`src/rtl/gmcr_pkg.sv`:
```
// gmcr_pkg: shared types and constants of the grid matrix codeword reader
// used by gmcr_front, gmcr_queue, gmcr_back and the top level; no dependencies
`timescale 1ns / 1ps
`default_nettype none

package gmcr_pkg;

    localparam int LAYERS_W  = 4;
    localparam int POS_W     = 5;
    localparam int BITS_W    = 16;
    localparam int CW_W      = 7;
    localparam int ID_W      = 3;
    localparam int LIN_W     = 9;
    localparam int SQ_W      = 10;
    localparam int INDEX_W   = 11;
    localparam int EC_W      = 3;
    localparam int EC_PAIR_N = 5;
    localparam int TDATA_W   = 32;

    localparam logic [ID_W-1:0] UNSEEN_ID = 3'd7;
    localparam logic [EC_W-1:0] EC_NONE   = 3'd0;

    // error-correction level k+1 is selected by (centre id, first ring id) entry k
    localparam logic [ID_W-1:0] EC_CENTER_ID [EC_PAIR_N] = '{3'd3, 3'd3, 3'd2, 3'd1, 3'd0};
    localparam logic [ID_W-1:0] EC_RING_ID   [EC_PAIR_N] = '{3'd2, 3'd0, 3'd3, 3'd2, 3'd1};

    // one classified macromodule, handed from front to back
    typedef struct packed {
        logic               restart;    // clear ids before this item
        logic               is_center;
        logic               is_ring1;
        logic               last;
        logic [POS_W-1:0]   side;       // side length of the ring holding the item
        logic [LIN_W-1:0]   lin;        // two's complement offset from side*side-1
        logic [1:0]         layer_tag;
        logic [CW_W-1:0]    cw_first;
        logic [CW_W-1:0]    cw_second;
    } item_t;

endpackage

`default_nettype wire

```
`src/rtl/gmcr_front.sv`:
```
// gmcr_front: raster position counters and classification of each macromodule
// depends on gmcr_pkg
`timescale 1ns / 1ps
`default_nettype none

module gmcr_front #(
    parameter int MAX_LAYERS = 13
) (
    input  wire                              aclk,
    input  wire                              aresetn,
    input  wire  [gmcr_pkg::LAYERS_W-1:0]    layers,
    input  wire                              in_valid,
    output logic                             in_ready,
    input  wire  [gmcr_pkg::BITS_W-1:0]      in_bits,
    output logic                             item_valid,
    input  wire                              item_ready,
    output gmcr_pkg::item_t                  item
);

    logic [gmcr_pkg::POS_W-1:0] row_count_reg, row_count_next;
    logic [gmcr_pkg::POS_W-1:0] col_count_reg, col_count_next;

    logic [gmcr_pkg::LAYERS_W-1:0] eff;
    logic [gmcr_pkg::POS_W-1:0]    two_eff, dim;
    logic                          restart;
    logic [gmcr_pkg::POS_W-1:0]    x, y, far_x, far_y, min_a, min_b, ring;
    logic [gmcr_pkg::POS_W-1:0]    side, sm1, xo, yo;
    logic [gmcr_pkg::LIN_W-1:0]    xo_w, yo_w, sm1_w, sm4_w, sm3_w, lin;
    logic                          last;

    assign eff     = (layers > gmcr_pkg::LAYERS_W'(MAX_LAYERS))
                     ? gmcr_pkg::LAYERS_W'(MAX_LAYERS) : layers;
    assign two_eff = {eff, 1'b0};
    assign dim     = {eff, 1'b1};

    // counters outside a shrunken grid start a new symbol
    assign restart = (row_count_reg >= dim) || (col_count_reg >= dim);
    assign x       = restart ? '0 : col_count_reg;
    assign y       = restart ? '0 : row_count_reg;

    assign far_x = two_eff - x;
    assign far_y = two_eff - y;
    assign min_a = (x < y) ? x : y;
    assign min_b = (far_x < far_y) ? far_x : far_y;
    assign ring  = (min_a < min_b) ? min_a : min_b;

    assign side  = {eff - ring[gmcr_pkg::LAYERS_W-1:0], 1'b1};
    assign sm1   = side - 5'd1;
    assign xo    = x - ring;
    assign yo    = y - ring;
    assign xo_w  = {4'b0, xo};
    assign yo_w  = {4'b0, yo};
    assign sm1_w = {4'b0, sm1};
    assign sm4_w = {2'b0, sm1, 2'b0};
    assign sm3_w = sm4_w - sm1_w;

    // offset along the ring: left, top, right, bottom side
    always_comb begin
        if (x == ring) begin
            lin = '0 - yo_w;
        end else if (y == ring) begin
            lin = xo_w - sm4_w;
        end else if (far_x == ring) begin
            lin = yo_w - sm3_w;
        end else begin
            lin = '0 - sm1_w - xo_w;
        end
    end

    assign last = (x == two_eff) && (y == two_eff);

    assign in_ready   = item_ready;
    assign item_valid = in_valid;

    always_comb begin
        item.restart   = restart;
        item.is_center = (x == {1'b0, eff}) && (y == {1'b0, eff});
        item.is_ring1  = (eff != '0) && (x == {1'b0, eff}) && (y == {1'b0, eff} - 5'd1);
        item.last      = last;
        item.side      = side;
        item.lin       = lin;
        item.layer_tag = in_bits[15:14];
        item.cw_first  = in_bits[6:0];
        item.cw_second = in_bits[13:7];
    end

    always_comb begin
        row_count_next = row_count_reg;
        col_count_next = col_count_reg;
        if (in_valid && item_ready) begin
            if (last) begin
                row_count_next = '0;
                col_count_next = '0;
            end else if (x + 5'd1 >= dim) begin
                row_count_next = y + 5'd1;
                col_count_next = '0;
            end else begin
                row_count_next = y;
                col_count_next = x + 5'd1;
            end
        end
    end

    always_ff @(posedge aclk) begin
        if (!aresetn) begin
            row_count_reg <= '0;
            col_count_reg <= '0;
        end else begin
            row_count_reg <= row_count_next;
            col_count_reg <= col_count_next;
        end
    end

endmodule

`default_nettype wire

```
`src/rtl/gmcr_queue.sv`:
```
// gmcr_queue: two-entry queue of classified items between front and back
// depends on gmcr_pkg
`timescale 1ns / 1ps
`default_nettype none

module gmcr_queue (
    input  wire                 aclk,
    input  wire                 aresetn,
    input  wire                 wr_valid,
    output logic                wr_ready,
    input  gmcr_pkg::item_t     wr_item,
    output logic                rd_valid,
    input  wire                 rd_ready,
    output gmcr_pkg::item_t     rd_item
);

    localparam int DEPTH = 2;

    gmcr_pkg::item_t entry_reg [DEPTH];
    logic            wr_ptr_reg, wr_ptr_next;
    logic            rd_ptr_reg, rd_ptr_next;
    logic [1:0]      count_reg, count_next;
    logic            push, pop;

    assign wr_ready = (count_reg != 2'(DEPTH));
    assign rd_valid = (count_reg != 2'd0);
    assign rd_item  = entry_reg[rd_ptr_reg];
    assign push     = wr_valid && wr_ready;
    assign pop      = rd_valid && rd_ready;

    always_comb begin
        wr_ptr_next = push ? ~wr_ptr_reg : wr_ptr_reg;
        rd_ptr_next = pop ? ~rd_ptr_reg : rd_ptr_reg;
        count_next  = count_reg;
        if (push && !pop) begin
            count_next = count_reg + 2'd1;
        end else if (pop && !push) begin
            count_next = count_reg - 2'd1;
        end
    end

    always_ff @(posedge aclk) begin
        if (push) begin
            entry_reg[wr_ptr_reg] <= wr_item;
        end
    end

    always_ff @(posedge aclk) begin
        if (!aresetn) begin
            wr_ptr_reg <= 1'b0;
            rd_ptr_reg <= 1'b0;
            count_reg  <= 2'd0;
        end else begin
            wr_ptr_reg <= wr_ptr_next;
            rd_ptr_reg <= rd_ptr_next;
            count_reg  <= count_next;
        end
    end

endmodule

`default_nettype wire

```
`src/rtl/gmcr_back.sv`:
```
// gmcr_back: spiral address, layer id tracking, level lookup and output register
// depends on gmcr_pkg
`timescale 1ns / 1ps
`default_nettype none

module gmcr_back (
    input  wire                                aclk,
    input  wire                                aresetn,
    input  wire                                item_valid,
    output logic                               item_ready,
    input  gmcr_pkg::item_t                    item,
    output logic                               out_valid,
    input  wire                                out_ready,
    output logic [gmcr_pkg::INDEX_W-1:0]       out_index,
    output logic [gmcr_pkg::CW_W-1:0]          out_first,
    output logic [gmcr_pkg::CW_W-1:0]          out_second,
    output logic                               out_last,
    output logic [gmcr_pkg::EC_W-1:0]          out_ec
);

    logic                            out_valid_reg, out_valid_next;
    logic [gmcr_pkg::INDEX_W-1:0]    index_reg;
    logic [gmcr_pkg::CW_W-1:0]       first_reg, second_reg;
    logic                            last_reg;
    logic [gmcr_pkg::EC_W-1:0]       ec_reg, ec_next;
    logic [gmcr_pkg::ID_W-1:0]       center_id_reg, center_id_next;
    logic [gmcr_pkg::ID_W-1:0]       ring_one_id_reg, ring_one_id_next;
    logic [gmcr_pkg::ID_W-1:0]       center_cur, ring_cur;
    logic [gmcr_pkg::SQ_W-1:0]       sq;
    logic [gmcr_pkg::INDEX_W-1:0]    slot;
    logic                            take;

    assign item_ready = !out_valid_reg || out_ready;
    assign take       = item_valid && item_ready;

    assign sq   = {5'b0, item.side} * {5'b0, item.side};
    assign slot = {1'b0, sq} - 11'd1 + {{2{item.lin[gmcr_pkg::LIN_W-1]}}, item.lin};

    always_comb begin
        center_cur = item.restart ? gmcr_pkg::UNSEEN_ID : center_id_reg;
        ring_cur   = item.restart ? gmcr_pkg::UNSEEN_ID : ring_one_id_reg;
        if (item.is_center) begin
            center_cur = {1'b0, item.layer_tag};
        end
        if (item.is_ring1) begin
            ring_cur = {1'b0, item.layer_tag};
        end
    end

    // first matching pair wins
    always_comb begin
        ec_next = gmcr_pkg::EC_NONE;
        if (item.last) begin
            for (int i = gmcr_pkg::EC_PAIR_N - 1; i >= 0; i--) begin
                if (gmcr_pkg::EC_CENTER_ID[i] == center_cur &&
                    gmcr_pkg::EC_RING_ID[i] == ring_cur) begin
                    ec_next = gmcr_pkg::EC_W'(i + 1);
                end
            end
        end
    end

    always_comb begin
        out_valid_next   = take ? 1'b1 : (out_valid_reg && !out_ready);
        center_id_next   = center_id_reg;
        ring_one_id_next = ring_one_id_reg;
        if (take) begin
            center_id_next   = item.last ? gmcr_pkg::UNSEEN_ID : center_cur;
            ring_one_id_next = item.last ? gmcr_pkg::UNSEEN_ID : ring_cur;
        end
    end

    always_ff @(posedge aclk) begin
        if (take) begin
            index_reg  <= {slot[gmcr_pkg::INDEX_W-2:0], 1'b0};
            first_reg  <= item.cw_first;
            second_reg <= item.cw_second;
            last_reg   <= item.last;
            ec_reg     <= ec_next;
        end
    end

    always_ff @(posedge aclk) begin
        if (!aresetn) begin
            out_valid_reg   <= 1'b0;
            center_id_reg   <= gmcr_pkg::UNSEEN_ID;
            ring_one_id_reg <= gmcr_pkg::UNSEEN_ID;
        end else begin
            out_valid_reg   <= out_valid_next;
            center_id_reg   <= center_id_next;
            ring_one_id_reg <= ring_one_id_next;
        end
    end

    assign out_valid  = out_valid_reg;
    assign out_index  = index_reg;
    assign out_first  = first_reg;
    assign out_second = second_reg;
    assign out_last   = last_reg;
    assign out_ec     = ec_reg;

endmodule

`default_nettype wire

```
`src/rtl/grid_matrix_codeword_reader_unit.sv`:
```
// grid_matrix_codeword_reader_unit: top level of the grid matrix codeword reader
// depends on gmcr_pkg, gmcr_front, gmcr_queue and gmcr_back
`timescale 1ns / 1ps
`default_nettype none

// Takes the 4x4 interiors of a grid matrix symbol's macromodules in raster order,
// one transfer each, and returns for each one transfer holding the spiral address
// of its first codeword, its two codewords, a last flag on the final macromodule,
// and on that final macromodule the error-correction level chosen by the layer ids
// of the centre and first ring macromodules (0 when no pair matches). The grid is
// 2*layers+1 macromodules per side; layers comes from cfg_wdata, resets to 1, and
// values above MAX_LAYERS act as MAX_LAYERS. Write it only while the block is idle.
// A new item is taken every cycle while the receiver keeps taking results; the front
// classifies in the cycle of the input transfer, and the item is then registered in
// the two-entry queue and then in the output register before its result transfer.

module grid_matrix_codeword_reader_unit #(
    parameter int MAX_LAYERS = 13
) (
    input  wire         aclk,
    input  wire         aresetn,

    // configuration: layers
    input  wire         cfg_we,
    input  wire  [3:0]  cfg_wdata,

    // input transfers
    input  wire         s_tvalid,
    output logic        s_tready,
    input  wire  [15:0] s_tdata,    // [15:0] macro_bits

    // result transfers
    output logic        m_tvalid,
    input  wire         m_tready,
    output logic [31:0] m_tdata,    // [10:0] codeword_index, [17:11] codeword_first,
                                    // [24:18] codeword_second, [27:25] ec_level
    output logic        m_tlast     // last_item
);

    // configuration register
    logic [gmcr_pkg::LAYERS_W-1:0] layers_reg, layers_next;

    // front to queue
    logic            front_valid, front_ready;
    gmcr_pkg::item_t front_item;

    // queue to back
    logic            queue_valid, queue_ready;
    gmcr_pkg::item_t queue_item;

    // back outputs
    logic [gmcr_pkg::INDEX_W-1:0] out_index;
    logic [gmcr_pkg::CW_W-1:0]    out_first, out_second;
    logic [gmcr_pkg::EC_W-1:0]    out_ec;

    assign layers_next = cfg_we ? cfg_wdata : layers_reg;

    always_ff @(posedge aclk) begin
        if (!aresetn) begin
            layers_reg <= 4'd1;
        end else begin
            layers_reg <= layers_next;
        end
    end

    // counters and classification
    gmcr_front #(
        .MAX_LAYERS (MAX_LAYERS)
    ) u_front (
        .aclk       (aclk),
        .aresetn    (aresetn),
        .layers     (layers_reg),
        .in_valid   (s_tvalid),
        .in_ready   (s_tready),
        .in_bits    (s_tdata),
        .item_valid (front_valid),
        .item_ready (front_ready),
        .item       (front_item)
    );

    // decouples front and back stalls
    gmcr_queue u_queue (
        .aclk     (aclk),
        .aresetn  (aresetn),
        .wr_valid (front_valid),
        .wr_ready (front_ready),
        .wr_item  (front_item),
        .rd_valid (queue_valid),
        .rd_ready (queue_ready),
        .rd_item  (queue_item)
    );

    // address arithmetic, id tracking, level lookup
    gmcr_back u_back (
        .aclk       (aclk),
        .aresetn    (aresetn),
        .item_valid (queue_valid),
        .item_ready (queue_ready),
        .item       (queue_item),
        .out_valid  (m_tvalid),
        .out_ready  (m_tready),
        .out_index  (out_index),
        .out_first  (out_first),
        .out_second (out_second),
        .out_last   (m_tlast),
        .out_ec     (out_ec)
    );

    // pack result fields, lowest field first
    assign m_tdata = {4'b0, out_ec, out_second, out_first, out_index};

endmodule

`default_nettype wire

```
`config.mk`:
```
export PLATFORM = sky130hd
export DESIGN_NAME = grid_matrix_codeword_reader_unit
export DESIGN_NICKNAME = d
export VERILOG_FILES = /design/src/rtl/gmcr_pkg.sv /design/src/rtl/gmcr_front.sv /design/src/rtl/gmcr_queue.sv /design/src/rtl/gmcr_back.sv /design/src/rtl/grid_matrix_codeword_reader_unit.sv
export SDC_FILE = /design/constraint.sdc
export NUM_CORES = 1
export LEC_CHECK = 0
export BUFFER_PORTS_ARGS = -buffer_cell sky130_fd_sc_hd__buf_4
export CAP_MARGIN = 20
export CORE_ASPECT_RATIO = 0.9
export CORE_MARGIN = 2
export CORE_UTILIZATION = 45
export DETAILED_ROUTE_END_ITERATION = 10
export PLACE_DENSITY_LB_ADDON = 0.3
export SYNTH_ARGS = -nofsm -noshare
export SYNTH_HDL_FRONTEND = slang
export SYNTH_SLANG_ARGS = --single-unit
export TNS_END_PERCENT = 1
```
`constraint.sdc`:
```
create_clock -name aclk -period 10.89 [get_ports aclk]
set_input_delay 2.178 -clock aclk [delete_from_list [all_inputs] [get_ports aclk]]
set_output_delay 2.178 -clock aclk [all_outputs]
set_load 0.02 [all_outputs]
```
==> results of run 1 <==
## kinds of logic (layout without fill, tap and decap cells)
| kind of cell | after synthesis | count (layout) | share of synthesized area |
|---|---|---|---|
| AOI/OAI and AO/OA | 178 | 178 | 0.148 |
| xor gates and xnor gates | 63 | 63 | 0.0660 |
| adders and majority gates | 85 | 85 | 0.138 |
| buffers and inverters | 112 | 182 | 0.0564 |
| DFF | 120 | 120 | 0.395 |
| muxes | 53 | 53 | 0.0660 |
| other | 2 | 6 | 0.000887 |
| and+or+nand+nor | 206 | 206 | 0.130 |
## synth_stat cells, types with 5 or more instances
cell	count
buf_4	6
a21o_1	11
nor2b_1	21
nand3_1	15
xor2_1	14
o21bai_1	5
nor3_1	10
ha_1	68
o31ai_1	5
mux2i_1	30
o211ai_1	8
o21a_1	6
clkbuf_1	15
o21ai_1	7
o22ai_1	10
edfxtp_1	94
dfxtp_1	26
or3_1	5
nand4_1	8
a22oi_1	10
inv_1	75
mux2_2	23
and3_1	9
nand2_1	63
and2_1	5
nor2_1	31
fa_1	15
inv_2	5
a21oi_1	40
nand2b_1	11
o21ai_0	26
xnor2_1	48
a31oi_1	7
## worst max-delay path by stage
stage	slack, ns	endpoint	depth (start not counted)
2_1_floorplan	1.51	u_queue.entry_reg[0][21]	44
3_5_place_dp	0.69	u_queue.entry_reg[1][21]	42
4_1_cts	0.65	u_queue.entry_reg[0][21]	42
6_report	0.81	u_queue.entry_reg[0][21]	43
5_1_grt	0.08	u_queue.entry_reg[0][21]	44
3_3_place_gp	0.95	u_queue.entry_reg[0][21]	43
## worst reg2reg max path, delay by kind of cell (launching register included)
| family | cells | cell delay (ns) |
|---|---|---|
| compound gates | 17 | 3.66 |
| xor+xnor | 4 | 0.75 |
| fa+ha+maj | 7 | 2.44 |
| buf+inv | 4 | 0.51 |
| flops | 1 | 0.48 |
| mux | 2 | 0.24 |
| simple gates | 9 | 1.75 |
## cells in the final DEF (no fill, tap or decap), types with 11 or more instances in the layout
cell type  netlist  routed
dfxtp_1         26      26
xor2_1          14      14
a21oi_1         40      40
mux2_2          23      23
nand2b_1        11      11
buf_4            6      69
fa_1            15      15
xnor2_1         48      48
o21ai_0         26      25
clkbuf_16        0      17
mux2i_1         30      30
edfxtp_1        94      94
nor2b_1         21      21
nand3_1         15      15
a21o_1          11      11
ha_1            68      68
nor2_1          31      29
inv_1           75      75
nand2_1         63      63
## routing by layer
metal,global-route usage,vias up,share of wire
met5,0,-,0
met1,0.286,2971,0.47
li1,-,3087,-
met4,0.0497,0,0.010
met3,0.0347,16,0.072
met2,0.308,232,0.45
## metrics by stage
step | hold WS [ns] | cells | setup slack [ns] | utilization | instance area (um2)
final | 0.481 | 1138 | 0.814 | 0.528 | 9710
after global routing | 0.502 | 1138 | 0.0831 | 0.528 | 9710
after CTS | 0.481 | 1137 | 0.651 | 0.527 | 9700
after detailed placement | 0.474 | 1105 | 0.687 | 0.497 | 9150
after global placement | 0.450 | 1105 | 0.951 | 0.497 | 9150
after floorplan | 0.432 | 823 | 1.51 | - | 8490
## timing repair
action,in CTS,in global routing
resized for setup,0,3
endpoints found under the setup margin,0,8
buffers inserted,0,1
## layout make-up
cell class,instances,area (um2)
clock buffers,20,447
repair buffers,69,518
fillers,1606,8690
flip-flops and latches,120,3340
multi-input cells,591,4680
well taps,245,307
inverters,81,312
clock inverters,12,105
==> reports/metrics.csv, run 1 <==
stage,metric,value,unit
outcome,outcome,completed,
worst_setup_path,crit-path leading delay family,compound AO/OA/AOI/OAI gates,
synthesis,library cells used by synthesis,85,
worst_setup_path,Worst setup SP type,flop,
synthesis,"Avg Cell Area, Syn",10.3,um2
drt,Antenna Nets Post-Route,0,
synthesis,top_reg_cell synth,edfxtp_1,
worst_setup_path,slowest CP cell,fa_1,
sta,fin. max-slew vios,0,
floorplanning,# rows,47,
worst_setup_path,Critical Path RT,11.04,ns
sta,RSZ-0062 raised after global routing,no,
synthesis,YS warnings,0,
worst_setup_path,kind of critical path,reg2reg,
drt,Vias,6306,
sta,minimum clock period,10.08,ns
clock_tree,H-Tree Level Count,4,
min_path,WHS Path Cells,2,
finish,max reg flops,66,
worst_setup_path,crit path max fanout,11,
worst_setup_path,slowest cell delay on critical path,0.50,ns
global_routing,initial antenna violation count,0,
synthesis,post-synthesis sequential area ratio,0.395,
synthesis,Post-Synthesis Cells,819,
drt,Routed WL,19200,um
floorplanning,Die Y,134,um
synthesis,Synth area leaders,"edfxtp_1 33%, ha_1 10%, dfxtp_1 6.1%",
place,IO buf count,54,
drt,DRC violations left,0,
clock_tree,CTS tree,built,
worst_setup_path,RR Endpoint,u_queue.entry_reg[0][21],
global_routing,first-pass GRT wire length,31400,um
floorplanning,chip width,149,um
global_routing,gr ovfl total,0,
clock_tree,clock buffer depth,2,
drt,Initial DRT Pass Iterations,5,
worst_setup_path,most numerous cell on the critical path,ha_1,
sta,hold violation total from the final report,0,
sta,setup tns final,0,ns
drt,wire per inst,16.9,um
sta,Max-slew headroom,0.339,
worst_setup_path,Reg2Reg Depth,43,
sta,Worst Tran Pin Value,0.989,ns
synthesis,"EDFF count, synth",94,
sta,highest clock rate,0.0992,GHz
finish,fraction of layout cells with a size suffix above 1,0.178,
min_path,Hold Crit Endpoint,u_back.center_id_reg[2],
worst_setup_path,Worst EP arrival,10.22,ns
place,HPWL Detailed,14500,um
worst_setup_path,Setup crit start,layers_reg[1],
finish,Syn-to-layout area delta,14.7,%
place,Final GP Congestion,0.937,
clock_tree,clock buffer count from CTS,17,
drt,DR vias/cell,5.54,
clock_tree,Worst-Skew Late Latency,0.40,ns
clock_tree,Clock transition at path regs,0.06,ns
floorplanning,full die area,19900,um2
min_path,Tightest Hold Check Type,reg2reg,
sta,Final setup viols,0,
global_routing,pin count of the biggest net entering global routing,35,
run,max-cap viol count,0,
sta,fin crit share,0.925,
sta,Layout Skew,0.0106,ns
floorplanning,Core ar.,18400,um2
synthesis,number of synthesized register bits,120,
global_routing,Tot GR Track Use,0.198,
worst_setup_path,Worst R2R Setup Slack,0.81,ns
finish,# diodes,0,
synthesis,"Async S/R FF share, synth",0,
clock_tree,Clock Sinks,120,
worst_setup_path,Reg-to-Reg Start,layers_reg[1],
clock_tree,CTS Root Cell,clkbuf_16,
clock_tree,hold_buf cts,0,
synthesis,area share of the largest cell type after synthesis,0.333,
floorplanning,I/O Pins,60,
finish,Final #Nets,988,
synthesis,Synth area leader,edfxtp_1,
drt,1st-iter DRT viols,453,
floorplanning,Initial Utilization,0.460,
synthesis,synthesized cell area,8470,um2
worst_setup_path,Critical path buffers and inverters,4,
global_routing,vias in the first global route,6043,
min_path,hold path startpoint,u_back.center_id_reg[2],
worst_setup_path,CP endpoint kind,flop,
Power of run 1 is not shown: default switching activity piles up to over one toggle a cycle in this logic, so the estimate is an artifact.
==> inputs of run 2 (changes only) <==
--- a/config.mk
+++ b/config.mk
@@ -9,7 +9,8 @@
 export CAP_MARGIN = 20
 export CORE_ASPECT_RATIO = 0.9
 export CORE_MARGIN = 2
-export CORE_UTILIZATION = 45
+export CORE_UTILIZATION = 50
+export CTS_CLUSTER_DIAMETER = 60
 export DETAILED_ROUTE_END_ITERATION = 10
 export PLACE_DENSITY_LB_ADDON = 0.3
 export SYNTH_ARGS = -nofsm -noshare
==> run 2 against run 1 <==
Register-to-register slack gained 0.06 ns; sequential cell count did not move; routed wire length is 3.3% lower; utilization increased by 5.4 points; final cell count fell by 3.3%; cell area up 0.18%; first-iteration DRC count is 17% lower; global-route usage increased by 1.2 points; count of clock-buffer cells in the layout is 1 lower; critical path depth is 1 lower; non-clock buffer count fell by 4; critical path type unchanged; largest cell class unchanged.
==> reports/metrics.csv, run 2 (same netlist as run 1, synthesis figures left out) <==
stage,metric,value,unit
outcome,outcome,completed,
floorplanning,full die area,18000,um2
sta,RSZ-0062 raised after global routing,no,
worst_setup_path,Worst R2R Setup Slack,0.88,ns
global_routing,initial antenna violation count,0,
floorplanning,Core ar.,16700,um2
sta,Hold Slack,0.478,ns
clock_tree,clock buffer count from CTS,17,
worst_setup_path,Critical Path RT,11.04,ns
finish,Syn-to-layout area delta,14.9,%
finish,"commonest non-fill, non-tap cell in the layout",edfxtp_1,
clock_tree,Clock Sinks,120,
sta,fin crit share,0.920,
global_routing,Tot GR Track Use,0.210,
clock_tree,hold_buf cts,0,
floorplanning,# rows,45,
finish,max reg flops,66,
global_routing,first-pass GRT wire length,30100,um
worst_setup_path,worst setup path end,u_queue.entry_reg[0][21],
worst_setup_path,Worst EP arrival,10.16,ns
drt,DRC violations left,0,
global_routing,pin count of the biggest net entering global routing,35,
floorplanning,chip width,141,um
global_routing,gr ovfl total,0,
floorplanning,Initial Utilization,0.507,
worst_setup_path,slowest cell delay on critical path,0.59,ns
sta,highest clock rate,0.0999,GHz
finish,Final #Nets,984,
clock_tree,CTS tree,built,
place,Final GP Congestion,0.927,
sta,Worst Tran Pin Value,1.03,ns
worst_setup_path,Critical path buffers and inverters,4,
worst_setup_path,Critical Path Stages,42,
sta,fin. max-slew vios,0,
min_path,Tightest Hold Check Type,reg2reg,
drt,wire per inst,16.9,um
sta,Layout Skew,0.0100,ns
sta,hold violation total from the final report,0,
clock_tree,Post-CTS Setup Inserts,0,
worst_setup_path,CP endpoint kind,flop,
clock_tree,Clock transition at path regs,0.06,ns
drt,Initial DRT Pass Iterations,6,
finish,most frequent cells in the layout,"94 x edfxtp_1, 75 x inv_1, 68 x ha_1",
place,IO buf count,54,
finish,# diodes,0,
sta,Setup WS post-layout,0.876,ns
worst_setup_path,Reg-to-Reg Start,layers_reg[2],
drt,1st-iter DRT viols,374,
worst_setup_path,Setup crit start,layers_reg[2],
sta,Final setup viols,0,
worst_setup_path,Worst setup SP type,flop,
clock_tree,clock buffer depth,2,
worst_setup_path,crit-path leading delay family,compound AO/OA/AOI/OAI gates,
place,pre-CTS WS,0.706,ns
clock_tree,Worst-Skew Late Latency,0.41,ns
finish,fraction of layout cells with a size suffix above 1,0.180,
floorplanning,I/O Pins,60,
worst_setup_path,kind of critical path,reg2reg,
place,HPWL Detailed,13800,um
drt,Vias,6223,
global_routing,vias in the first global route,5948,
run,max-cap viol count,0,
floorplanning,Die Y,127,um
worst_setup_path,slowest CP cell,dfxtp_1,
drt,Antenna Nets Post-Route,0,
worst_setup_path,Reg2Reg Depth,42,
drt,DR vias/cell,5.66,
sta,setup tns final,0,ns
sta,Max-slew headroom,0.314,
drt,Routed WL,18600,um
clock_tree,H-Tree Level Count,4,
worst_setup_path,RR Endpoint,u_queue.entry_reg[0][21],
clock_tree,CTS Root Cell,clkbuf_16,
worst_setup_path,most numerous cell on the critical path,ha_1,
worst_setup_path,crit path max fanout,10,
sta,minimum clock period,10.01,ns
run 2: layer usage:
metal / global-route usage / wire, um / part of all wire
met1: 0.301 / 8700 / 0.47
met2: 0.331 / 8400 / 0.45
met4: 0.0476 / 195 / 0.011
met3: 0.0427 / 1260 / 0.068
met5: 0 / 0 / 0
run 2: worst min path at each step:
| stage | startpoint | slack [ns] | endpoint | cells past startpoint |
|---|---|---|---|---|
| 2_1_floorplan | u_back.center_id_reg[2] | 0.43 | u_back.center_id_reg[2] | 2 |
| 3_3_place_gp | u_back.ring_one_id_reg[2] | 0.44 | u_back.ring_one_id_reg[2] | 2 |
| 3_5_place_dp | u_back.ring_one_id_reg[2] | 0.47 | u_back.ring_one_id_reg[2] | 2 |
| 4_1_cts | u_back.ring_one_id_reg[2] | 0.48 | u_back.ring_one_id_reg[2] | 2 |
| 5_1_grt | u_back.center_id_reg[2] | 0.53 | u_back.center_id_reg[2] | 2 |
| 6_report | u_back.ring_one_id_reg[2] | 0.48 | u_back.ring_one_id_reg[2] | 2 |
run 2: tightest hold or removal path: stages, from the launching register on:
cell	delay, ns
dfxtp_1	0.32
o22ai_1	0.07
nand2_1	0.06
run 2: final cells by class:
| type | count | area [um2] |
|---|---|---|
| clock buffers | 19 | 453 |
| clock inverters | 13 | 169 |
| fillers | 1379 | 6990 |
| inverters | 81 | 312 |
| multi-input cells | 591 | 4700 |
| flip-flops and latches | 120 | 3340 |
| well taps | 211 | 264 |
| repair buffers | 65 | 488 |
run 2: metrics by stage:
stage / cell area (um2) / utilization / instances
finish: 9730 / 0.582 / 1100
detailed placement: 9090 / 0.543 / 1068
global route: 9730 / 0.582 / 1100
floorplan: 8490 / - / 823
CTS: 9710 / 0.581 / 1100
global placement: 9090 / 0.543 / 1068
run 2: timing repair:
item	4_1_cts	5_1_grt
setup endpoints to repair	0	8
resized for setup	0	6
endpoints found under the hold margin	0	0
Power of run 2 is left out for the same reason.
==> inputs of run 3 (changes only) <==
--- a/config.mk
+++ b/config.mk
@@ -7,9 +7,11 @@
 export LEC_CHECK = 0
 export BUFFER_PORTS_ARGS = -buffer_cell sky130_fd_sc_hd__buf_4
 export CAP_MARGIN = 20
+export CELL_PAD_IN_SITES_DETAIL_PLACEMENT = 0
+export CELL_PAD_IN_SITES_GLOBAL_PLACEMENT = 1
 export CORE_ASPECT_RATIO = 0.9
 export CORE_MARGIN = 2
-export CORE_UTILIZATION = 50
+export CORE_UTILIZATION = 49
 export CTS_CLUSTER_DIAMETER = 60
 export DETAILED_ROUTE_END_ITERATION = 10
 export PLACE_DENSITY_LB_ADDON = 0.3
==> run 3 against run 2 <==
Critical path type unchanged; final cell count is 0.27% higher; worst hold slack worse by 0.0095 ns; sequential cell count stayed put; critical endpoint unchanged; die area is 2.0% higher; register-to-register slack worse by 0.09 ns; first-iteration DRC count is 4.5% higher; largest cell class unchanged; worst setup slack worse by 0.090 ns; count of clock-buffer cells in the layout is 9 higher; utilization is 0.44 points lower; highest routed layer unchanged; non-clock buffer count is 3 higher; cell area is 0.24% higher.
==> reports/metrics.csv, run 3 (same netlist as run 1, synthesis figures left out) <==
stage,metric,value,unit
worst_setup_path,crit path max fanout,10,
finish,Final Non-Filler Cells,1103,
floorplanning,chip width,143,um
global_routing,vias in the first global route,6192,
place,IO buf count,54,
worst_setup_path,Critical Path RT,11.05,ns
global_routing,initial antenna violation count,0,
run,max-cap viol count,0,
floorplanning,I/O Pins,60,
global_routing,gr ovfl total,0,
drt,wire per inst,17.7,um
finish,# diodes,0,
clock_tree,Clock transition at path regs,0.06,ns
sta,minimum clock period,10.10,ns
finish,Layout fillers,1409,
clock_tree,clock buffer count from CTS,17,
place,Post-Place Cells,1069,
sta,hold violation total from the final report,0,
sta,Final setup viols,0,
worst_setup_path,most numerous cell on the critical path,nand2_1,
worst_setup_path,slowest CP cell,fa_1,
clock_tree,clock buffer depth,2,
clock_tree,CTS Root Cell,clkbuf_16,
place,Placed Area,9080,um2
sta,Worst Tran Pin Value,0.869,ns
place,Final GP Congestion,0.933,
sta,Max-slew headroom,0.415,
min_path,Tightest Hold Check Type,reg2reg,
finish,most frequent cells in the layout,"94 x edfxtp_1, 75 x inv_1, 68 x ha_1, 68 x buf_4, 63 x nand2_1",
drt,Vias,6377,
sta,highest clock rate,0.0990,GHz
finish,storage element area,3350,um2
floorplanning,Core ar.,16900,um2
sta,fin. max-slew vios,0,
finish,final core occ,0.577,
clock_tree,CTS tree,built,
finish,"commonest non-fill, non-tap cell in the layout",edfxtp_1,
floorplanning,full die area,18400,um2
drt,DRC violations left,0,
worst_setup_path,CP endpoint kind,flop,
clock_tree,hold_buf cts,0,
worst_setup_path,slowest cell delay on critical path,0.51,ns
floorplanning,# rows,45,
clock_tree,Worst-Skew Late Latency,0.41,ns
global_routing,first-pass GRT wire length,31500,um
finish,final instance area,9750,um2
sta,fin crit share,0.928,
finish,Syn-to-layout area delta,15.1,%
global_routing,busiest layer in global routing,met2,
worst_setup_path,Worst R2R Setup Slack,0.79,ns
finish,fraction of layout cells with a size suffix above 1,0.183,
global_routing,Tot GR Track Use,0.217,
drt,Initial DRT Pass Iterations,5,
worst_setup_path,Worst EP arrival,10.26,ns
finish,multi-input combinational cell area,4710,um2
worst_setup_path,Worst setup SP type,flop,
drt,1st-iter DRT viols,391,
place,HPWL Detailed,14800,um
drt,Antenna Nets Post-Route,0,
clock_tree,Clock Sinks,120,
global_routing,met1 GRT Util,0.305,
worst_setup_path,Critical path buffers and inverters,5,
global_routing,GR met3 Demand/Resource,0.0376,
drt,DR vias/cell,5.78,
floorplanning,Die Y,129,um
sta,setup tns final,0,ns
worst_setup_path,crit-path leading delay family,compound AO/OA/AOI/OAI gates,
global_routing,pin count of the biggest net entering global routing,34,
outcome,outcome,completed,
worst_setup_path,kind of critical path,reg2reg,
sta,Layout Skew,0.0112,ns
floorplanning,Initial Utilization,0.501,
finish,Final #Nets,987,
drt,Routed WL,19500,um
finish,max reg flops,66,
global_routing,met2 usage,0.349,
clock_tree,H-Tree Level Count,4,
## run 3: changes by cell type in the layout (fill, tap and decap cells not counted), moves of 2 or more
cell	change
clkbuf_1	+4
clkbuf_16	+4
clkinvlp_4	-4
buf_4	+3
bufinv_16	-3
clkinv_4	-2
inv_6	-2
nor2_2	+2
nor2_4	-2
## run 3: timing repair
action                                  in CTS  in global routing
buffers inserted                             0                  2
endpoints found under the setup margin       0                 12
gates resized for setup                      0                 11
## run 3: tightest hold or removal path, stage by stage, from the launching register on
cell and delay [ns]:
dfxtp_1 0.32, o22ai_1 0.06, nand2_1 0.06
## run 3: area by class of cell
cell class | count | area share
flip-flops and latches | 120 | 0.343
repair buffers | 68 | 0.0523
clock buffers | 28 | 0.0597
well taps | 211 | 0.0271
inverters | 81 | 0.0319
multi-input cells | 591 | 0.483
clock inverters | 4 | 0.00257
## run 3: worst paths after layout
| path | start | endpoint | depth (start not counted) |
|---|---|---|---|
| min | u_back.ring_one_id_reg[2] | u_back.ring_one_id_reg[2] | 2 |
| max | layers_reg[2] | u_queue.entry_reg[0][21] | 43 |
| max reg2reg | layers_reg[2] | u_queue.entry_reg[0][21] | 43 |
| min reg2reg | u_back.ring_one_id_reg[2] | u_back.ring_one_id_reg[2] | 2 |
## run 3: stage by stage
| stage | hold slack (ns) | setup slack, ns |
|---|---|---|
| after floorplan | 0.432 | 1.51 |
| after global placement | 0.444 | 0.826 |
| after CTS | 0.468 | 0.372 |
| after global routing | 0.514 | -0.0148 |
| after detailed placement | 0.459 | 0.431 |
| final | 0.468 | 0.786 |
## run 3: layer usage
layer	routed length, um	up-vias
li1	-	3082
met1	9240	3053
met2	8800	220
met3	1230	22
met4	261	0
met5	0	-
Power of run 3 is left out for the same reason.
